$ cat config.mk
export PLATFORM = sky130hd
export DESIGN_NAME = cau_fifo
export DESIGN_NICKNAME = d
export VERILOG_FILES = /design/src/design/cau_pkg.sv /design/src/design/cau_fifo.sv
export SDC_FILE = /design/constraint.sdc
export NUM_CORES = 1
export LEC_CHECK = 0
export ABC_AREA = 0
export BUFFER_PORTS_ARGS = -buffer_cell sky130_fd_sc_hd__buf_4
export CORE_ASPECT_RATIO = 2
export CORE_MARGIN = 5
export CORE_UTILIZATION = 60
export CTS_BUF_LIST = sky130_fd_sc_hd__clkbuf_2 sky130_fd_sc_hd__clkbuf_4 sky130_fd_sc_hd__clkbuf_8
export DETAILED_ROUTE_END_ITERATION = 8
export PLACE_DENSITY = 0.85
export SETUP_SLACK_MARGIN = 0.4
export SYNTH_ARGS = -nofsm -noshare
export SYNTH_HDL_FRONTEND = slang
export SYNTH_SLANG_ARGS = --single-unit
$ cat constraint.sdc
create_clock -name clk -period 6.49 [get_ports clk]
set_input_delay 1.298 -clock clk [delete_from_list [all_inputs] [get_ports clk]]
set_output_delay 1.298 -clock clk [all_outputs]
set_load 0.005 [all_outputs]
$ cat src/design/cau_pkg.sv
package cau_pkg;

    localparam int DATA_W       = 32;
    localparam int FRAC_W       = 16;
    localparam int PROD_W       = 2 * DATA_W;
    localparam int DIV_W        = PROD_W + FRAC_W;
    localparam int DIV_STEPS    = DIV_W;
    localparam int SQRT_STEPS   = DATA_W;
    localparam int CORDIC_STEPS = 30;
    localparam int CNT_W        = $clog2(DIV_STEPS + 1);
    localparam int CX_W         = DATA_W + 4;
    localparam int CZ_W         = 35;
    localparam int FIFO_DEPTH   = 4;
    localparam int FIFO_AW      = $clog2(FIFO_DEPTH);

    localparam logic signed [CZ_W-1:0] PI_Q30 = 35'sd3373259426;

    typedef enum logic [2:0] {
        OP_ADD = 3'd0,
        OP_SUB = 3'd1,
        OP_MUL = 3'd2,
        OP_DIV = 3'd3,
        OP_MAG = 3'd4,
        OP_ARG = 3'd5
    } cau_op_t;

    typedef enum logic [1:0] {
        ST_OK   = 2'd0,
        ST_DIVZ = 2'd1,
        ST_SAT  = 2'd2
    } cau_status_t;

    typedef enum logic [2:0] {
        CLS_ADD,
        CLS_SUB,
        CLS_MUL,
        CLS_DIV,
        CLS_DIVZ,
        CLS_MAG,
        CLS_ARG,
        CLS_ZERO
    } cau_cls_t;

    typedef enum logic [2:0] {
        BS_IDLE,
        BS_SIMPLE,
        BS_MULT,
        BS_SUM,
        BS_DIV,
        BS_SQRT,
        BS_CORDIC,
        BS_FIN
    } cau_state_t;

    typedef struct packed {
        cau_cls_t           cls;
        logic signed [31:0] a_re;
        logic signed [31:0] a_im;
        logic signed [31:0] b_re;
        logic signed [31:0] b_im;
    } cau_item_t;

    typedef struct packed {
        logic               sat;
        logic signed [31:0] val;
    } cau_sat_t;

    // clamp a sign-magnitude value to the signed result range
    function automatic cau_sat_t sat_sm(input logic neg, input logic [DIV_W-1:0] mag);
        cau_sat_t r;
        r.sat = 1'b0;
        if (!neg) begin
            if (mag > DIV_W'({1'b0, {(DATA_W-1){1'b1}}})) begin
                r.sat = 1'b1;
                r.val = {1'b0, {(DATA_W-1){1'b1}}};
            end else begin
                r.val = mag[31:0];
            end
        end else begin
            if (mag > DIV_W'({1'b1, {(DATA_W-1){1'b0}}})) begin
                r.sat = 1'b1;
                r.val = {1'b1, {(DATA_W-1){1'b0}}};
            end else begin
                r.val = -mag[31:0];
            end
        end
        return r;
    endfunction

    // atan(2^-i) in Q30, truncated
    function automatic logic [29:0] atan_q30(input logic [4:0] i);
        logic [29:0] v;
        case (i)
            5'd0:    v = 30'h3243F6A8;
            5'd1:    v = 30'h1DAC6705;
            5'd2:    v = 30'h0FADBAFC;
            5'd3:    v = 30'h07F56EA6;
            5'd4:    v = 30'h03FEAB76;
            5'd5:    v = 30'h01FFD55B;
            5'd6:    v = 30'h00FFFAAA;
            5'd7:    v = 30'h007FFF55;
            5'd8:    v = 30'h003FFFEA;
            5'd9:    v = 30'h001FFFFD;
            5'd10:   v = 30'h000FFFFF;
            5'd11:   v = 30'h0007FFFF;
            5'd12:   v = 30'h0003FFFF;
            5'd13:   v = 30'h0001FFFF;
            5'd14:   v = 30'h0000FFFF;
            5'd15:   v = 30'h00007FFF;
            5'd16:   v = 30'h00003FFF;
            5'd17:   v = 30'h00001FFF;
            5'd18:   v = 30'h00000FFF;
            5'd19:   v = 30'h000007FF;
            5'd20:   v = 30'h000003FF;
            5'd21:   v = 30'h000001FF;
            5'd22:   v = 30'h000000FF;
            5'd23:   v = 30'h0000007F;
            5'd24:   v = 30'h0000003F;
            5'd25:   v = 30'h0000001F;
            5'd26:   v = 30'h0000000F;
            5'd27:   v = 30'h00000007;
            5'd28:   v = 30'h00000003;
            5'd29:   v = 30'h00000001;
            default: v = 30'h0;
        endcase
        return v;
    endfunction

endpackage

$ cat src/design/cau_fifo.sv
module cau_fifo (
    input  logic                 clk,
    input  logic                 rst_n,
    input  logic                 push,
    input  cau_pkg::cau_item_t   wr_item,
    input  logic                 pop,
    output cau_pkg::cau_item_t   rd_item,
    output logic                 full,
    output logic                 empty
);

    cau_pkg::cau_item_t               mem_reg [cau_pkg::FIFO_DEPTH];
    logic [cau_pkg::FIFO_AW-1:0]      wr_ptr_reg, wr_ptr_next;
    logic [cau_pkg::FIFO_AW-1:0]      rd_ptr_reg, rd_ptr_next;
    logic [cau_pkg::FIFO_AW:0]        count_reg, count_next;

    assign full    = (count_reg == (cau_pkg::FIFO_AW+1)'(cau_pkg::FIFO_DEPTH));
    assign empty   = (count_reg == '0);
    assign rd_item = mem_reg[rd_ptr_reg];

    always_comb
    begin
        wr_ptr_next = push ? wr_ptr_reg + 1'b1 : wr_ptr_reg;
        rd_ptr_next = pop ? rd_ptr_reg + 1'b1 : rd_ptr_reg;
        count_next  = count_reg;
        if (push && !pop)
        begin
            count_next = count_reg + 1'b1;
        end
        else if (pop && !push)
        begin
            count_next = count_reg - 1'b1;
        end
    end

    always_ff @(posedge clk or negedge rst_n)
    begin
        if (!rst_n)
        begin
            wr_ptr_reg <= '0;
            rd_ptr_reg <= '0;
            count_reg  <= '0;
        end
        else
        begin
            wr_ptr_reg <= wr_ptr_next;
            rd_ptr_reg <= rd_ptr_next;
            count_reg  <= count_next;
        end
    end

    always_ff @(posedge clk)
    begin
        if (push)
        begin
            mem_reg[wr_ptr_reg] <= wr_item;
        end
    end

endmodule

==> out/results.txt, run 1 <==
The tools report the post-route worst hold slack as 486.5 ps. The commonest cells after synthesis are edfxtp_1, mux4_2, buf_2, buf_6, dfrtp_1. Across all register-to-register paths, the minimum setup slack is 3920 ps. The register with the most flip-flops in the layout has 524 of them. The kind of launch point of the worst setup path was a flip-flop. The clock buffer count from CTS was 70; the combined global-route utilization of all metal layers was 22.13%.

The power density over the cells is 435.8 nW/um^2. The clock network burns 23.5% of the power. Detailed placement ended at an HPWL of 24500 um. The actual transition at the worst max-transition pin is 1017 ps, and the proportion of synthesized chip area in sequential cells is 82.52%.

The number of synthesized register bits is 531, and the average cell area after synthesis is 26.81 um^2. The number of antenna violations at the first check in global routing was 11. The run gives 93 as the cell row count. The die is 136.8 um wide.

The height of the die was 263.5 um. The area share of the leading cell type in the synthesized netlist is 81.61%. The number of nets at the end of the flow was 1180; the worst slew slack as a fraction of its limit was 32.19%. Top flip-flop cell by instance count after synthesis: edfxtp_1.

In this run the worst setup path begins at rd_ptr_reg[0]. Leakage power: 7.892 nW. In this run the power spent charging and discharging nets is 0.002775 W. The number of post-CTS setup repair buffers came out at 0. Number of hold violations in the final report: 0. The congestion estimate from routability-driven global placement came to 0.7682. Dividing the detail-routed wire length by the instance count gives 25.03 um. The min-delay analysis places its worst path in the category in -> async.

On the worst path, the slowest cell contributes a delay of 1050 ps. The switching portion of total power was 27.55%. Wires add up to 38300 um.

The logs give 531 for the sink count of the clock tree and 610 ps for the clock latency on the worst-skew pair. The critical path is of the reg -> out type. The first detailed-routing pass took 5 iterations. After layout, the worst path uses 65.88% of the clock period.

For the total area of sequential cells, the log shows 15920 um^2. The tools report the worst IR drop on VDD as 0.0003131 V. The run gives 23110 um^2 as the post-route standard cell area excluding fillers.

Dividing the detail-routed via count by the number of cells gives 5.716. Summing all placed instances gives a cell area of 21740 um^2. The total placed cells including tap cells came out at 1394.

The instance count of the mapped netlist was 719; the combined buffer and inverter count along the critical path was 2. The tools report the max-slew violation total from the final report as 0. For the cts-stage hold buffer count, the log shows 0. The tools report the via count of the first global-routing pass as 9586.

Leading area contributor after synthesis: edfxtp_1. The dominant cell by count in the synthesized netlist was edfxtp_1. The tools report the total I/O pin count as 268. The most numerous cell type found on the critical path is buf_4. The H-tree was split into 3 levels. The tree is rooted in a clkbuf_8. Timing would allow up to 0.2339 GHz. The run gives 0 as the number of gates resized after cts. The largest driver fanout on the critical path works out to 50. After the first detailed-routing iteration, the DRC count stood at 525. The synthesized design contains 524 enable-type register cells. The netlist uses 19 different library cells. The filler cells instantiated in the layout total 1747.

For the max-cap check violation count, the log shows 0. Yosys attributes the largest share of cell area to edfxtp_1, mux4_2, dfrtp_1, buf_6, buf_2. Following the worst setup path forward leads to its endpoint at rd_item[110]. Setup violations remaining at the end of the flow were counted as 0.

Data arrives at the worst endpoint at 2980 ps. Setup repair after global routing left no endpoint under its margin. Internal power comes to 0.007298 W. The worst setup path is captured at an output port.

The run finished with clean final reports. The maximum buffer depth of the clock tree is 3, and the cell area after synthesis is 19280 um^2. In this design, the largest share of critical-path delay is due to flip-flops. TritonCTS built the clock tree. Summed over all layers, the global routing overflow is 0. Once the floorplan was initialized, standard cells occupied 60.25% of the core. The tools report the non-filler instance count after layout as 1530.

The core region is 32000 um^2. Measured in cells, the most critical reg-to-reg path has a length of 4. Entering global routing, the biggest net connects 73 pins.

The count of buffers added on input and output ports is 267. The number of nets handed over by synthesis was 860. Walking the worst path, the cells encountered are buf_4 -> mux4_2 -> buf_4. The final worst clock skew is 27.06 ps, and the clock-pin slew of the registers on the worst-case setup and hold paths is 70 ps. Synthesis warning total: 0. After detailed routing, the number of remaining DRC violations is 0. The setup TNS after final layout was 0 ps; the portion of total power attributed to sequential cells was 47.6%. Of the cells placed in the final design, the portion with a size suffix greater than 1 is 47.58%. The layout-stage area growth over the synthesis result was 19.88%.

The count of nets left with antenna violations once routing finished came out at 0. The critical path runs through a total of 3 cells. The first global-routing pass estimated 57320 um of wire. On the critical path, the stage with the largest delay is an instance of dfrtp_4. Counting flops with an async set or reset pin after synthesis yields a share of 1.318%.

The tools report the worst reg2reg path startpoint as wr_ptr_reg[0]. The routed layout has 8746 vias. The worst register-to-register path ends at mem_reg[0][95]. Combinational logic is responsible for 28.9% of the overall power. The area of the die was 36040 um^2; the multi-input combinational cell area was 3161 um^2. The tools report the worst endpoint required time as 5190 ps. The final critical path time including I/O delays and setup was 4276 ps.
## metrics by stage
stage / utilization (%) / setup WS [ps] / total power, W
after floorplan: - / 1687 / 0.006457
after global placement: 67.94 / 2658 / 0.007768
after detailed placement: 67.94 / 2677 / 0.007861
after CTS: 72.15 / 1987 / 0.01024
after global routing: 72.23 / 1869 / 0.01057
final: 72.23 / 2214 / 0.01007
## cell families after synthesis
logic type	after synthesis	share of synthesized area [%]
DFF	531	82.52
muxes	132	15.36
buffers and inverters	34	1.136
and+or+nand+nor	9	0.2531
xor gates and xnor gates	6	0.2726
adders and majority gates	6	0.4283
AOI/OAI and AO/OA	1	0.02593
## worst min-delay path by stage
stage / from / end / cells after the start
detailed placement: count_reg[2] / count_reg[2] / 1
global route: rst_n / count_reg[2] / 1
global placement: count_reg[2] / count_reg[2] / 1
CTS: rst_n / count_reg[2] / 1
finish: rst_n / count_reg[2] / 1
floorplan: count_reg[2] / count_reg[2] / 1
## worst reg2reg max path: cells and delay by family (launching register included)
kind / cells / cell delay [ps]
fa+ha+maj: 1 / 140
flops: 1 / 430
simple gates: 1 / 700
buf+inv: 2 / 860
## metal layers
layer	up-vias	GRT usage, %	part of all wire (%)
met5	-	0	0.052
met4	2	12.52	4.9
met3	83	5.373	6.1
met2	337	38.29	58
met1	4558	24.65	31
li1	3766	-	-
## area by class of cell
| class | instances | area share, % |
|---|---|---|
| well taps | 427 | 2.311 |
| clock buffers | 89 | 4.812 |
| inverters | 4 | 0.06496 |
| flip-flops and latches | 531 | 68.87 |
| clock inverters | 37 | 1.023 |
| repair buffers | 278 | 9.138 |
| diodes | 10 | 0.1083 |
| multi-input cells | 154 | 13.67 |
## power by group through the flow
| stage | Sequential, W | Clock [W] | Combinational, W |
|---|---|---|---|
| 3_5_place_dp | 0.00489 | 0 | 0.00297 |
| 6_report | 0.00480 | 0.00237 | 0.00291 |
| 5_1_grt | 0.00487 | 0.00261 | 0.00310 |
| 3_3_place_gp | 0.00484 | 0 | 0.00293 |
| 4_1_cts | 0.00482 | 0.00244 | 0.00298 |
| 2_1_floorplan | 0.00472 | 0 | 0.00173 |
## cell usage in the layout (no fill, tap or decap)
| master | n |
|---|---|
| clkinv_2 | 5 |
| bufinv_16 | 2 |
| dfrtp_1 | 5 |
| fa_1 | 1 |
| clkbuf_8 | 71 |
| and2_4 | 4 |
| inv_6 | 4 |
| nor3b_1 | 1 |
| mux2_2 | 1 |
| o21ai_0 | 1 |
| inv_1 | 4 |
| nor3_1 | 1 |
| clkinvlp_4 | 3 |
| clkinv_1 | 22 |
| xnor2_1 | 2 |
| buf_12 | 2 |
| edfxtp_1 | 524 |
| inv_8 | 1 |
| diode_2 | 10 |
| ha_1 | 5 |
| clkbuf_4 | 18 |
| xor2_1 | 4 |
| mux4_2 | 131 |
| buf_4 | 276 |
| dfrtp_4 | 2 |
| nor2_1 | 1 |
| nand2_1 | 2 |
Note: power is estimated with default switching activity, not from simulation.
==> run 2: changes to the inputs <==
Settings changed: CORE_UTILIZATION 60 to 59, PLACE_DENSITY 0.85 to 0.84.
Clock period 6.49 ns to 4.3 ns, I/O delays scaled along.
==> out/results.txt, run 2 (synthesis results as in run 1) <==
The run finished with clean final reports. The register with the most flip-flops in the layout has 524 of them. The tools report the via count of the first global-routing pass as 9492. The HPWL after detailed placement is 23770 um. The worst endpoint required time came out at 3440 ps. The number of inserted filler cells in the final layout was 1863. The multi-input combinational cell area is 3161 um^2, and the share of final-layout standard cells stronger than drive strength 1 is 48.21%. The logs give 70 for the clock buffer count from CTS and 1396 for the total placed cells including tap cells. Number of setup violations in the final report: 0.

After the last flow step, the layout net total stands at 1183. The setup TNS after final layout is 0 ps. Of the available clock period, the critical path in the final layout requires 80.32%.

The tools report the first-iteration detailed-routing DRC count as 560. The initial utilization of the core area, before any placement, comes to 59.82%. Buffer type at the clock tree root: clkbuf_8. The worst setup path is of the reg -> out kind. Summed over all cells, the static leakage comes to 7.929 nW.

The tool flagged a number of max-cap violations equal to 0. Port buffering added 267 buffers. Global routing consumed, over all layers together, 21.03% of the routing resources. From synthesis to final layout, the design area changed by 20.26%. The max-slew violation total from the final report was 0. The library cells used most frequently in the layout, excluding fill and tap cells, are edfxtp_1, buf_4, mux4_2.

The via total after detailed routing was 8648; the final critical path time including I/O delays and setup was 3454 ps. The logs give 15920 um^2 for the total area of sequential cells and 55680 um for the first-pass GRT wire length. The instance area after placement came out at 21820 um^2. The logs give 531 for the sink count of the clock tree and 268 for the total I/O pin count. The die width works out to 137.8 um. Static timing analysis puts the maximum clock frequency at 0.2895 GHz. Post-CTS repair changed the size of 0 cells. Data arrives at the worst endpoint at 2590 ps.

In this run the vertical extent of the chip is 265.6 um. Excluding fillers, the count of instances in the completed layout stands at 1523. The classification of the worst-slack hold path is in -> reg. The kind of end point of the critical path is an output port. The clock tree synthesis step divided the H-tree into 3 levels. The largest driver fanout on the critical path was 60; the largest net degree at the start of global routing was 83.

Setup repair after global routing left no endpoint under its margin. Final worst clock skew: 21.17 ps. In the final routed layout, each cell accounts on average for 24.63 um. Power spread over the standard cell area amounts to 657.1 nW/um^2.

Row generation in the floorplan step produced 93 rows. Hold is met by 448.4 ps. For this run, design rule violations remaining after detail routing come to 0. Headroom to the max-slew limit came out at 39.08%. The clock latency on the worst-skew pair was 610 ps; the count of nets left with antenna violations after detail routing was 0.

Using the TritonRoute via totals, the vias-per-cell ratio works out to 5.678. Buffers added to address setup during post-CTS repair amount to 0. The clock-pin slew of the registers on the worst-case setup and hold paths was 70 ps. The number of hold violations in the final report came out at 0. The final wirelength was 37500 um.

The worst hold path depth is 1, and the core outline area is 32230 um^2. The most common cell after layout, fill and taps aside is edfxtp_1. The number of antenna violations at the first check in global routing was 10; the post-route standard cell area excluding fillers was 23190 um^2. Before antenna repair, the detailed router went through 6 iterations. The floorplan step defined a die boundary enclosing 36610 um^2. The total overflow left after global routing is 0.

Across the VDD grid, the largest voltage drop is 0.0004775 V. Kind of launch point of the worst setup path: a flip-flop. TritonCTS built the clock tree. In this run the deepest clock path goes through 3 buffers. Counting cells, the worst reg-to-reg path comes to 4.

At the pin with the least slew margin, the transition time is 913.8 ps. At the end of routability-driven placement, the weighted congestion stood at 0.7523.
run 2: per-layer routing:
layer	GRT usage [%]	vias to the layer above	wire, um
li1	-	3756	-
met1	23.86	4477	12370
met2	35.60	312	20760
met3	5.753	99	2343
met4	11.90	4	1990
met5	0	-	38
run 2: per-stage QoR:
step           utilization, %  setup WS, ps  total power, W
6_report                71.93         846.1         0.01524
2_1_floorplan               -          1372        0.009670
3_3_place_gp            67.69          1406         0.01178
4_1_cts                 71.86         722.2         0.01549
3_5_place_dp            67.69          1412         0.01190
5_1_grt                 71.93         613.3         0.01599
run 2: path summary, 6_finish.rpt:
check / endpoint / slack [ps] / startpoint
worst max-delay path: rd_item[66] / 850 / rd_ptr_reg[0]
worst min-delay path: mem_reg[0][118] / 450 / wr_item[118]
worst max register to register: mem_reg[2][51] / 2020 / wr_ptr_reg[0]
worst min register to register: count_reg[2] / 490 / count_reg[2]
max in group asynchronous: rd_ptr_reg[0] / 3560 / rst_n
min in group asynchronous: rd_ptr_reg[1] / 600 / rst_n
run 2: critical path, cell delays in order, from the launching register on:
cell and delay, ps:
dfrtp_4 710, buf_12 450, mux4_2 600, buf_4 160
run 2: where the power goes:
part / leakage, nW / switching, W / internal, W
clock network: 0.704 / 0.00167 / 0.00190
logic: 2.33 / 0.00209 / 0.00245
registers: 4.89 / 0.000362 / 0.00677
total: 7.93 / 0.00412 / 0.0111
run 2: what timing repair did:
item / in CTS / in global routing
endpoints found under the setup margin: 0 / 0
endpoints found under the hold margin: 3 / 0
hold buffers: 1 / 0
run 2: final cells by class:
cell class	instances	area share, %
inverter	4	0.06476
tap	427	2.304
clock inverter	20	0.6260
timing repair buffer	281	9.487
antenna	9	0.09713
multi-input combinational	154	13.63
sequential	531	68.65
clock buffer	97	5.137
