$ cat src/design/cau_pkg.sv
package cau_pkg;

    localparam int DATA_W       = 32;
    localparam int FRAC_W       = 16;
    localparam int PROD_W       = 2 * DATA_W;
    localparam int DIV_W        = PROD_W + FRAC_W;
    localparam int DIV_STEPS    = DIV_W;
    localparam int SQRT_STEPS   = DATA_W;
    localparam int CORDIC_STEPS = 30;
    localparam int CNT_W        = $clog2(DIV_STEPS + 1);
    localparam int CX_W         = DATA_W + 4;
    localparam int CZ_W         = 35;
    localparam int FIFO_DEPTH   = 4;
    localparam int FIFO_AW      = $clog2(FIFO_DEPTH);

    localparam logic signed [CZ_W-1:0] PI_Q30 = 35'sd3373259426;

    typedef enum logic [2:0] {
        OP_ADD = 3'd0,
        OP_SUB = 3'd1,
        OP_MUL = 3'd2,
        OP_DIV = 3'd3,
        OP_MAG = 3'd4,
        OP_ARG = 3'd5
    } cau_op_t;

    typedef enum logic [1:0] {
        ST_OK   = 2'd0,
        ST_DIVZ = 2'd1,
        ST_SAT  = 2'd2
    } cau_status_t;

    typedef enum logic [2:0] {
        CLS_ADD,
        CLS_SUB,
        CLS_MUL,
        CLS_DIV,
        CLS_DIVZ,
        CLS_MAG,
        CLS_ARG,
        CLS_ZERO
    } cau_cls_t;

    typedef enum logic [2:0] {
        BS_IDLE,
        BS_SIMPLE,
        BS_MULT,
        BS_SUM,
        BS_DIV,
        BS_SQRT,
        BS_CORDIC,
        BS_FIN
    } cau_state_t;

    typedef struct packed {
        cau_cls_t           cls;
        logic signed [31:0] a_re;
        logic signed [31:0] a_im;
        logic signed [31:0] b_re;
        logic signed [31:0] b_im;
    } cau_item_t;

    typedef struct packed {
        logic               sat;
        logic signed [31:0] val;
    } cau_sat_t;

    // clamp a sign-magnitude value to the signed result range
    function automatic cau_sat_t sat_sm(input logic neg, input logic [DIV_W-1:0] mag);
        cau_sat_t r;
        r.sat = 1'b0;
        if (!neg) begin
            if (mag > DIV_W'({1'b0, {(DATA_W-1){1'b1}}})) begin
                r.sat = 1'b1;
                r.val = {1'b0, {(DATA_W-1){1'b1}}};
            end else begin
                r.val = mag[31:0];
            end
        end else begin
            if (mag > DIV_W'({1'b1, {(DATA_W-1){1'b0}}})) begin
                r.sat = 1'b1;
                r.val = {1'b1, {(DATA_W-1){1'b0}}};
            end else begin
                r.val = -mag[31:0];
            end
        end
        return r;
    endfunction

    // atan(2^-i) in Q30, truncated
    function automatic logic [29:0] atan_q30(input logic [4:0] i);
        logic [29:0] v;
        case (i)
            5'd0:    v = 30'h3243F6A8;
            5'd1:    v = 30'h1DAC6705;
            5'd2:    v = 30'h0FADBAFC;
            5'd3:    v = 30'h07F56EA6;
            5'd4:    v = 30'h03FEAB76;
            5'd5:    v = 30'h01FFD55B;
            5'd6:    v = 30'h00FFFAAA;
            5'd7:    v = 30'h007FFF55;
            5'd8:    v = 30'h003FFFEA;
            5'd9:    v = 30'h001FFFFD;
            5'd10:   v = 30'h000FFFFF;
            5'd11:   v = 30'h0007FFFF;
            5'd12:   v = 30'h0003FFFF;
            5'd13:   v = 30'h0001FFFF;
            5'd14:   v = 30'h0000FFFF;
            5'd15:   v = 30'h00007FFF;
            5'd16:   v = 30'h00003FFF;
            5'd17:   v = 30'h00001FFF;
            5'd18:   v = 30'h00000FFF;
            5'd19:   v = 30'h000007FF;
            5'd20:   v = 30'h000003FF;
            5'd21:   v = 30'h000001FF;
            5'd22:   v = 30'h000000FF;
            5'd23:   v = 30'h0000007F;
            5'd24:   v = 30'h0000003F;
            5'd25:   v = 30'h0000001F;
            5'd26:   v = 30'h0000000F;
            5'd27:   v = 30'h00000007;
            5'd28:   v = 30'h00000003;
            5'd29:   v = 30'h00000001;
            default: v = 30'h0;
        endcase
        return v;
    endfunction

endpackage

$ cat src/design/cau_front.sv
module cau_front (
    input  logic                 start,
    input  logic [2:0]           opcode,
    input  logic signed [31:0]   a_re,
    input  logic signed [31:0]   a_im,
    input  logic signed [31:0]   b_re,
    input  logic signed [31:0]   b_im,
    input  logic                 full,
    output logic                 busy,
    output logic                 push,
    output cau_pkg::cau_item_t   item
);

    logic b_zero;
    logic a_zero;

    assign busy   = full;
    assign push   = start && !full;
    assign b_zero = (b_re == '0) && (b_im == '0);
    assign a_zero = (a_re == '0) && (a_im == '0);

    always_comb
    begin
        item.a_re = a_re;
        item.a_im = a_im;
        item.b_re = b_re;
        item.b_im = b_im;
        case (opcode)
            cau_pkg::OP_ADD: item.cls = cau_pkg::CLS_ADD;
            cau_pkg::OP_SUB: item.cls = cau_pkg::CLS_SUB;
            cau_pkg::OP_MUL: item.cls = cau_pkg::CLS_MUL;
            cau_pkg::OP_DIV: item.cls = b_zero ? cau_pkg::CLS_DIVZ : cau_pkg::CLS_DIV;
            cau_pkg::OP_MAG: item.cls = cau_pkg::CLS_MAG;
            cau_pkg::OP_ARG: item.cls = a_zero ? cau_pkg::CLS_ZERO : cau_pkg::CLS_ARG;
            default:         item.cls = cau_pkg::CLS_ZERO;
        endcase
    end

endmodule

$ cat config.mk
export PLATFORM = sky130hd
export DESIGN_NAME = cau_front
export DESIGN_NICKNAME = d
export VERILOG_FILES = /design/src/design/cau_pkg.sv /design/src/design/cau_front.sv
export SDC_FILE = /design/constraint.sdc
export NUM_CORES = 1
export LEC_CHECK = 0
export BUFFER_PORTS_ARGS = -buffer_cell sky130_fd_sc_hd__buf_4
export CAP_MARGIN = 20
export CORE_AREA = 2 2 104 106
export DETAILED_ROUTE_END_ITERATION = 10
export DIE_AREA = 0 0 106 108
export MAX_ROUTING_LAYER = met4
export PLACE_DENSITY = 0.54
export SYNTH_ARGS = -nofsm -noshare
export SYNTH_HDL_FRONTEND = slang
export SYNTH_SLANG_ARGS = --single-unit
$ cat constraint.sdc
create_clock -name vclk -period 1.4
set_input_delay 0.07 -clock vclk [all_inputs]
set_output_delay 0.07 -clock vclk [all_outputs]
set_load 0.01 [all_outputs]
==> run summary, run 1 <==
Adder-Cell Fraction of Synth Area = 0%
Pre-CTS setup slack = -0.433 ns
FF+latch count = 0
GRT Total Usage = 9.76%
Relative slew slack = 81.9%
Met2 usage = 21.6%
PnR worst setup slack = -0.184 ns
Crit path from = a_re[3]
DIE HEIGHT = 108 um
Critical path buffers and inverters = 2
Fmax = 631 MHz
Most numerous cell in the Yosys netlist = buf_4
Share of the synthesized area in the top cell type = 75.1%
Initial antenna violation count = 0
Met3 usage = 1.99%
CP cell instances = buf_4 -> nor4_2 -> nand4_1 -> or4_4 -> nand3_2 -> o22a_2 -> buf_6
WS Path Type = input port to output pin
Io pins = 266
Ys Warns = 0
Gpl congestion = 0.748
Total grt overflow = 0
Static Leakage = 0.00155 uW
Tmin final = 1.58 ns
Hpwl dp = 5670 um
Vias in the first global route = 1808
Synth area leader = buf_4
Max-slew violation count = 0
Final Cell Area = 3090 um2
Area fraction in compound gates after synthesis = 2.72%
Largest net degree at the start of global routing = 6
Layout Nets = 485
Worst-margin pin slew = 0.269 ns
Global-route wire length before repair = 8720 um
Slowest-stage cell, CP = or4_4
Largest family of logic cells by synthesized area = buffers and inverters
Via-per-instance ratio = 3.68
Mean post-synth cell area = 7.24 um2
Clock Buffer Count = 0
RSZ-0062 raised after global routing = true
CP peak stage delay = 0.55 ns
Syn Std Cell Area = 1290 um2
Top delay family on crit path = simple AND/OR/NAND/NOR gates
Fill cell count = 1067
Die X = 106 um
Layout area overhead = 140%
Final Cycle Share = 113%
CP Capture Type = output pin
Routed vias = 1789
Max-cap violations = 0
Cell count of the worst hold path = 2
Full die area = 11400 um2
VDD IR max = 0.127 mV
Sequential fraction of the synthesis area = 0%
Synth top cells by count = buf_4 (129), nor4_1 (32), nand4_1 (8)
ANT nets after route = 0
1st-pass router iterations = 4
Hold Path Class = input port to output pin
Number of core rows = 37
Routed Wire Length = 6400 um
Initial Util = 12.6%
Post-synthesis mux area share = 0%
Failing checks = negative setup slack
Post-Synth XOR/XNOR Area = 0%
Hold_ws = 0.325 ns
N_diodes = 0
DP Area = 2790 um2
Routed wire per std cell = 13.2 um
Final Hold Fails = 0
Core Area = 10200 um2
Sequential cell area = 0 um2
Startpoint types = input port
CP max FO = 2
Status = complete, but fails checks
CP required = 1.33 ns
Cell count along the critical path = 7
Simple-gate share of the synthesized area = 22.1%
Syn Nets = 311
Leading cell types by total area after synthesis = buf_4 (75%), nor4_1 (16%), nand4_1 (3.9%)
PwrDens = 310 nW/um2
Finish-stage setup viols = 3
Hold wc startpoint = b_re[26]
DRC = 0
Share of layout cells above drive strength 1 = 94.3%
Most Used Layer, Global Route = met2
DR iter-0 viols = 46
Netlist cell types = 12
Data arrival, critical path = 1.51 ns
Global routing usage on met1 = 8.87%
Port bufs = 266
Synthesized instance count = 178
## final timing paths
path                  slack (ns)         to
worst max-delay path       -0.18  item[128]
worst min-delay path        0.32   item[58]
## power by group
group,total [uW],switching [uW],leakage [uW],internal (uW)
clock network,0,0,0,0
registers,0,0,0,0
logic,959,378,0.00155,580
total,959,378,0.00155,580
## through the flow
stage               util (%)  cells  power, uW  setup TNS (ns)
finish                  30.2    486        959          -0.375
global route            30.2    486       1010          -0.672
CTS                     29.2    487        936          -0.478
detailed placement      27.2    491        875           -1.07
global placement        27.2    491        871           -1.09
floorplan                  -    178        409               0
## metal layers
| metal | vias to the layer above | wire [um] |
|---|---|---|
| met1 | 791 | 1860 |
| met3 | 0 | 780 |
| met5 | - | 0 |
| met2 | 153 | 3760 |
| li1 | 845 | - |
| met4 | 0 | 0 |
## cell families (layout without fill, tap and decap cells)
kind of cell | count (synthesis) | after routing
buffers and inverters | 129 | 301
AOI/OAI and AO/OA | 4 | 4
and+or+nand+nor | 45 | 45
## placed cells by master, fill, tap and decap left out
cell	count
nand2_1	1
or4_4	1
nor4_2	11
nand4_1	8
a22o_1	1
nor2b_1	1
nor4_4	14
buf_6	9
a31o_4	1
buf_4	290
a21boi_1	1
nor4_1	8
nand3_2	1
o22a_2	1
buf_8	2
## area by class of cell
class                           count  area (um2)  area share [%]
Multi-Input combinational cell     49         611            19.8
Tap cell                          136         170            5.51
Timing Repair Buffer              301        2310            74.7
## timing repair
action,4_1_cts,5_1_grt
endpoints found under the setup margin,3,3
resized for setup,38,17
hold buffers,0,0
setup buffers,1,0
pin swaps,18,10
No activity file was read; power rests on OpenSTA's default activity.
==> inputs of run 2 (changes only) <==
- clock period: 1.4 -> 1.5 ns (I/O delays scaled with it)
==> run 2 against run 1 <==
Against the previous run: the run still ends with negative setup slack left; via count down 0.28%; global-route usage decreased by 0.091 points; non-clock buffer count down 5; critical path depth rose by 1; cell count down 1.0%; critical path type unchanged.
==> run summary, run 2 (same netlist as run 1, synthesis figures left out) <==
WS Path Type = input port to output pin
RSZ-0062 raised after global routing = true
Hold_buf cts = 0 (unchanged)
Fill cell count = 1087 (+1.9%)
PnR worst setup slack = -0.0838 ns (+0.101 ns)
ANT nets after route = 0 (unchanged)
Final Cycle Share = 106%
DIE HEIGHT = 108 um (unchanged)
Tmin final = 1.58 ns
Hold Path Class = input port to output pin
Hpwl dp = 5660 um (-0.17%)
Layout Nets = 480 (-1.0%)
Via-per-instance ratio = 3.71 (+0.76%)
Max-slew violation count = 0 (unchanged)
DRC = 0 (unchanged)
Routed vias = 1784 (-0.28%)
Layout area overhead = 136%
1st-pass router iterations = 4 (unchanged)
Static Leakage = 0.00153 uW (-1.7%)
Most common cell after layout, fill and taps aside = buf_4
Global-route wire length before repair = 8620 um (-1.2%)
Relative slew slack = 81.7% (-0.22 points)
Clock Buffer Count = 0 (unchanged)
Total grt overflow = 0 (unchanged)
GRT Total Usage = 9.67% (-0.091 points)
CP required = 1.42 ns (+0.09 ns)
N_diodes = 0 (unchanged)
Slowest-stage cell, CP = or4_4
Routed wire per std cell = 13.4 um (+1.4%)
VDD IR max = 0.128 mV (+0.89%)
Final Hold Fails = 0 (unchanged)
Hold wc startpoint = a_im[30]
Top delay family on crit path = simple AND/OR/NAND/NOR gates
Largest net degree at the start of global routing = 6 (unchanged)
Overall Power = 879 uW (-8.3%)
Worst-margin pin slew = 0.272 ns (+0.00328 ns)
Crit path from = a_im[29]
Status = complete, but fails checks
Full die area = 11400 um2 (unchanged)
Core Area = 10200 um2 (unchanged)
CP Capture Type = output pin
FF+latch count = 0 (unchanged)
Routed Wire Length = 6420 um (+0.34%)
Fmax = 631 MHz
Vias in the first global route = 1782 (-1.4%)
DR iter-0 viols = 20 (-57%)
Share of layout cells above drive strength 1 = 93.9% (-0.37 points)
Port bufs = 266 (unchanged)
Most frequent CP cell = buf_6
Data arrival, critical path = 1.51 ns (about the same)
CP max FO = 2 (unchanged)
Finish-stage setup viols = 3 (unchanged)
CP peak stage delay = 0.52 ns (-0.03 ns)
Io pins = 266 (unchanged)
Failing checks = negative setup slack
Initial Util = 12.6% (unchanged)
Initial antenna violation count = 0 (unchanged)
Max-cap violations = 0 (unchanged)
Startpoint types = input port
Most frequent cells in the layout = buf_4 (285), nor4_4 (13), nor4_2 (11), nor4_1 (9), buf_6 (9)
Gpl congestion = 0.751 (+0.40%)
Critical path buffers and inverters = 3 (+1)
CP cell instances = buf_6 -> nor4_4 -> buf_4 -> nand4_1 -> or4_4 -> nand3_2 -> o22a_2 -> buf_6
Die X = 106 um (unchanged)
Number of core rows = 37 (unchanged)
PwrDens = 289 nW/um2 (-6.7%)
Final Core Density = 29.7% (-0.51 points)
Sequential cell area = 0 um2 (unchanged)
-- run 2: cell types whose count changed in the layout (fill, tap and decap cells not counted) --
cell    before  now
buf_4      290  285
nor4_1       8    9
nor4_4      14   13
-- run 2: worst paths after layout --
kind	endpoint	slack, ns	cells after the start
hold / removal	item[94]	0.34	2
setup / recovery	item[128]	-0.08	8
-- run 2: layout make-up --
type / count / area [um2] / share of cell area, %
tap: 136 / 170 / 5.60
multi-input combinational: 49 / 596 / 19.6
timing repair buffer: 296 / 2270 / 74.8
-- run 2: what timing repair did --
| action | in CTS | in global routing |
|---|---|---|
| pin swaps | 15 | 5 |
| cloned | 0 | 0 |
| setup endpoints to repair | 3 | 3 |
| resized for setup | 40 | 13 |
| buffers inserted | 1 | 0 |
-- run 2: stage by stage --
step           setup TNS, ns  hold WS, ns  worst slack, ns  cells  instance area, um2
2_1_floorplan              0        0.196            0.251    178                1290
3_3_place_gp          -0.795        0.337           -0.360    486                2750
3_5_place_dp          -0.796        0.338           -0.337    486                2750
4_1_cts               -0.215        0.329           -0.118    482                2970
5_1_grt               -0.510        0.342           -0.200    481                3040
6_report              -0.173        0.337          -0.0838    481                3040
-- run 2: metal layers --
metal | vias up | share of wire, % | track usage (%)
met5 | - | 0 | -
met4 | 0 | 0 | 0
met3 | 0 | 12 | 1.69
met2 | 153 | 60 | 22.0
met1 | 798 | 28 | 8.51
li1 | 833 | - | -
-- run 2: report_power, final --
group	total [uW]	leakage [uW]	internal (uW)	switching, uW
registers	0	0	0	0
clock network	0	0	0	0
logic	879	0.00153	532	346
total	879	0.00153	532	346
==> inputs of run 3 (changes only) <==
- CORE_AREA: 2 2 104 106 -> 5 5 101 103
- PLACE_DENSITY: 0.54 -> 0.59
- clock period: 1.5 -> 1.75 ns (I/O delays scaled with it)
==> run 3 against run 2 <==
Against the previous run: the run now ends clean; core utilization fell by 0.46 points; combinational power decreased by 23%; first-iteration DRC count grew 55%; critical path depth is the same; die area is the same; global-route usage barely moved; final area shrank 12%; hold slack better by 0.025 ns; non-clock buffer count shrank 19.
==> run summary, run 3 (same netlist as run 1, synthesis figures left out) <==
Vias in the first global route = 1830 (+2.7%)
CP cell instances = buf_6 -> nor4_4 -> buf_4 -> nand4_1 -> or4_4 -> nand3_2 -> o22a_2 -> buf_6
Max Used Layer = met3
DR iter-0 viols = 31 (+55%)
Slowest-stage cell, CP = or4_4
Hold_buf cts = 0 (unchanged)
DRC = 0 (unchanged)
CP peak stage delay = 0.55 ns (+0.03 ns)
1st-pass router iterations = 2 (-2)
Static Leakage = 0.00139 uW (-9.1%)
GRT Total Usage = 9.64% (-0.031 points)
Routed wire per std cell = 15.2 um (+14%)
CP Capture Type = output pin
Io pins = 266 (unchanged)
Routed met2 length = 3830 um (-1.1%)
Setup TNS = 0 ns (+0.173 ns)
Hold Path Class = input port to output pin
Max-cap violations = 0 (unchanged)
Routed vias = 1701 (-4.7%)
ANT nets after route = 0 (unchanged)
Initial Util = 14.1% (+1.6 points)
Initial antenna violation count = 0 (unchanged)
Largest net degree at the start of global routing = 6 (unchanged)
CP max FO = 2 (unchanged)
Most frequent CP cell = buf_6
Clock Buffer Count = 0 (unchanged)
FF+latch count = 0 (unchanged)
Gpl congestion = 0.777 (+3.5%)
Placed insts = 436 (-10%)
Share of layout cells above drive strength 1 = 89.3% (-4.6 points)
Final Hold Fails = 0 (unchanged)
Finish-stage setup viols = 0 (-3)
CP required = 1.66 ns (+0.24 ns)
Critical path buffers and inverters = 3 (unchanged)
Total grt overflow = 0 (unchanged)
Data arrival, critical path = 1.59 ns (+0.08 ns)
Tmin final = 1.67 ns
Via-per-instance ratio = 3.89 (+4.9%)
RSZ-0062 raised after global routing = true
Status = complete, no violations
VDD IR max = 0.123 mV (-3.7%)
Cell count along the critical path = 8 (unchanged)
DIE HEIGHT = 108 um (unchanged)
Relative slew slack = 77.7% (-3.9 points)
Fmax = 597 MHz
Global-route wire length before repair = 8940 um (+3.7%)
Full die area = 11400 um2 (unchanged)
Layout area overhead = 107%
Most frequent cells in the layout = buf_4 (272), nor4_1 (23), nand4_1 (8), nor4_2 (6)
Max-slew violation count = 0 (unchanged)
Port bufs = 266 (unchanged)
Worst-margin pin slew = 0.331 ns (+0.0586 ns)
Met1 Wirelength = 1940 um (+8.0%)
Die X = 106 um (unchanged)
Cell count of the worst hold path = 2 (unchanged)
Non-filler cells, final = 437 (-9.1%)
PwrDens = 256 nW/um2 (-12%)
WS Path Type = input port to output pin
N_diodes = 0 (unchanged)
Number of core rows = 35 (-5.4%)
Overall Power = 680 uW (-23%)
Top delay family on crit path = simple AND/OR/NAND/NOR gates
Core Area = 9110 um2 (-11%)
Layout Nets = 461 (-4.0%)
Sequential cell area = 0 um2 (unchanged)
Routed Wire Length = 6630 um (+3.3%)
Most common cell after layout, fill and taps aside = buf_4
Hold wc startpoint = a_im[30]
Hold EP = item[94]
Met3 WL = 865 um (+14%)
Startpoint types = input port
Final Cycle Share = 95.7%
-- run 3: cell count changes in the layout (fill, tap and decap cells not counted), sizes merged --
cell	change
buf	-19
-- run 3: cell type report --
cell class	instances	area, um2
well taps	111	139
repair buffers	277	2100
fillers	964	6450
multi-input cells	49	420
-- run 3: where the power goes --
group | switching, uW | total [uW] | leakage [uW] | internal (uW)
Clock | 0 | 0 | 0 | 0
Sequential | 0 | 0 | 0 | 0
Combinational | 266 | 680 | 0.00139 | 414
Total | 266 | 680 | 0.00139 | 414
-- run 3: per-stage QoR --
stage / setup slack (ns) / instance area, um2 / util [%] / hold WS (ns)
floorplan: 0.476 / 1290 / - / 0.221
global placement: -0.0757 / 2530 / 27.8 / 0.363
detailed placement: -0.0675 / 2530 / 27.8 / 0.364
CTS: 0.0122 / 2570 / 28.2 / 0.364
global route: -0.0225 / 2660 / 29.2 / 0.366
finish: 0.0750 / 2660 / 29.2 / 0.362
-- run 3: what timing repair did --
action                                  CTS  global route
endpoints found under the setup margin    1             1
setup buffers                             0             1
resized for setup                         7            14
pin swaps                                 1             6
hold endpoints to repair                  0             0
-- run 3: how the worst max path moves through the flow --
stage / start / endpoint / slack, ns
global route: a_im[27] / item[128] / -0.02
detailed placement: a_re[1] / item[128] / -0.07
CTS: a_re[15] / item[128] / 0.01
global placement: a_re[0] / item[128] / -0.08
floorplan: a_re[0] / item[128] / 0.48
finish: a_im[30] / item[128] / 0.08
-- run 3: layer usage --
metal / vias to the layer above / GRT usage, %
met1: 746 / 8.86
li1: 799 / -
met2: 156 / 21.1
met5: - / -
met4: 0 / 0
met3: 0 / 2.15
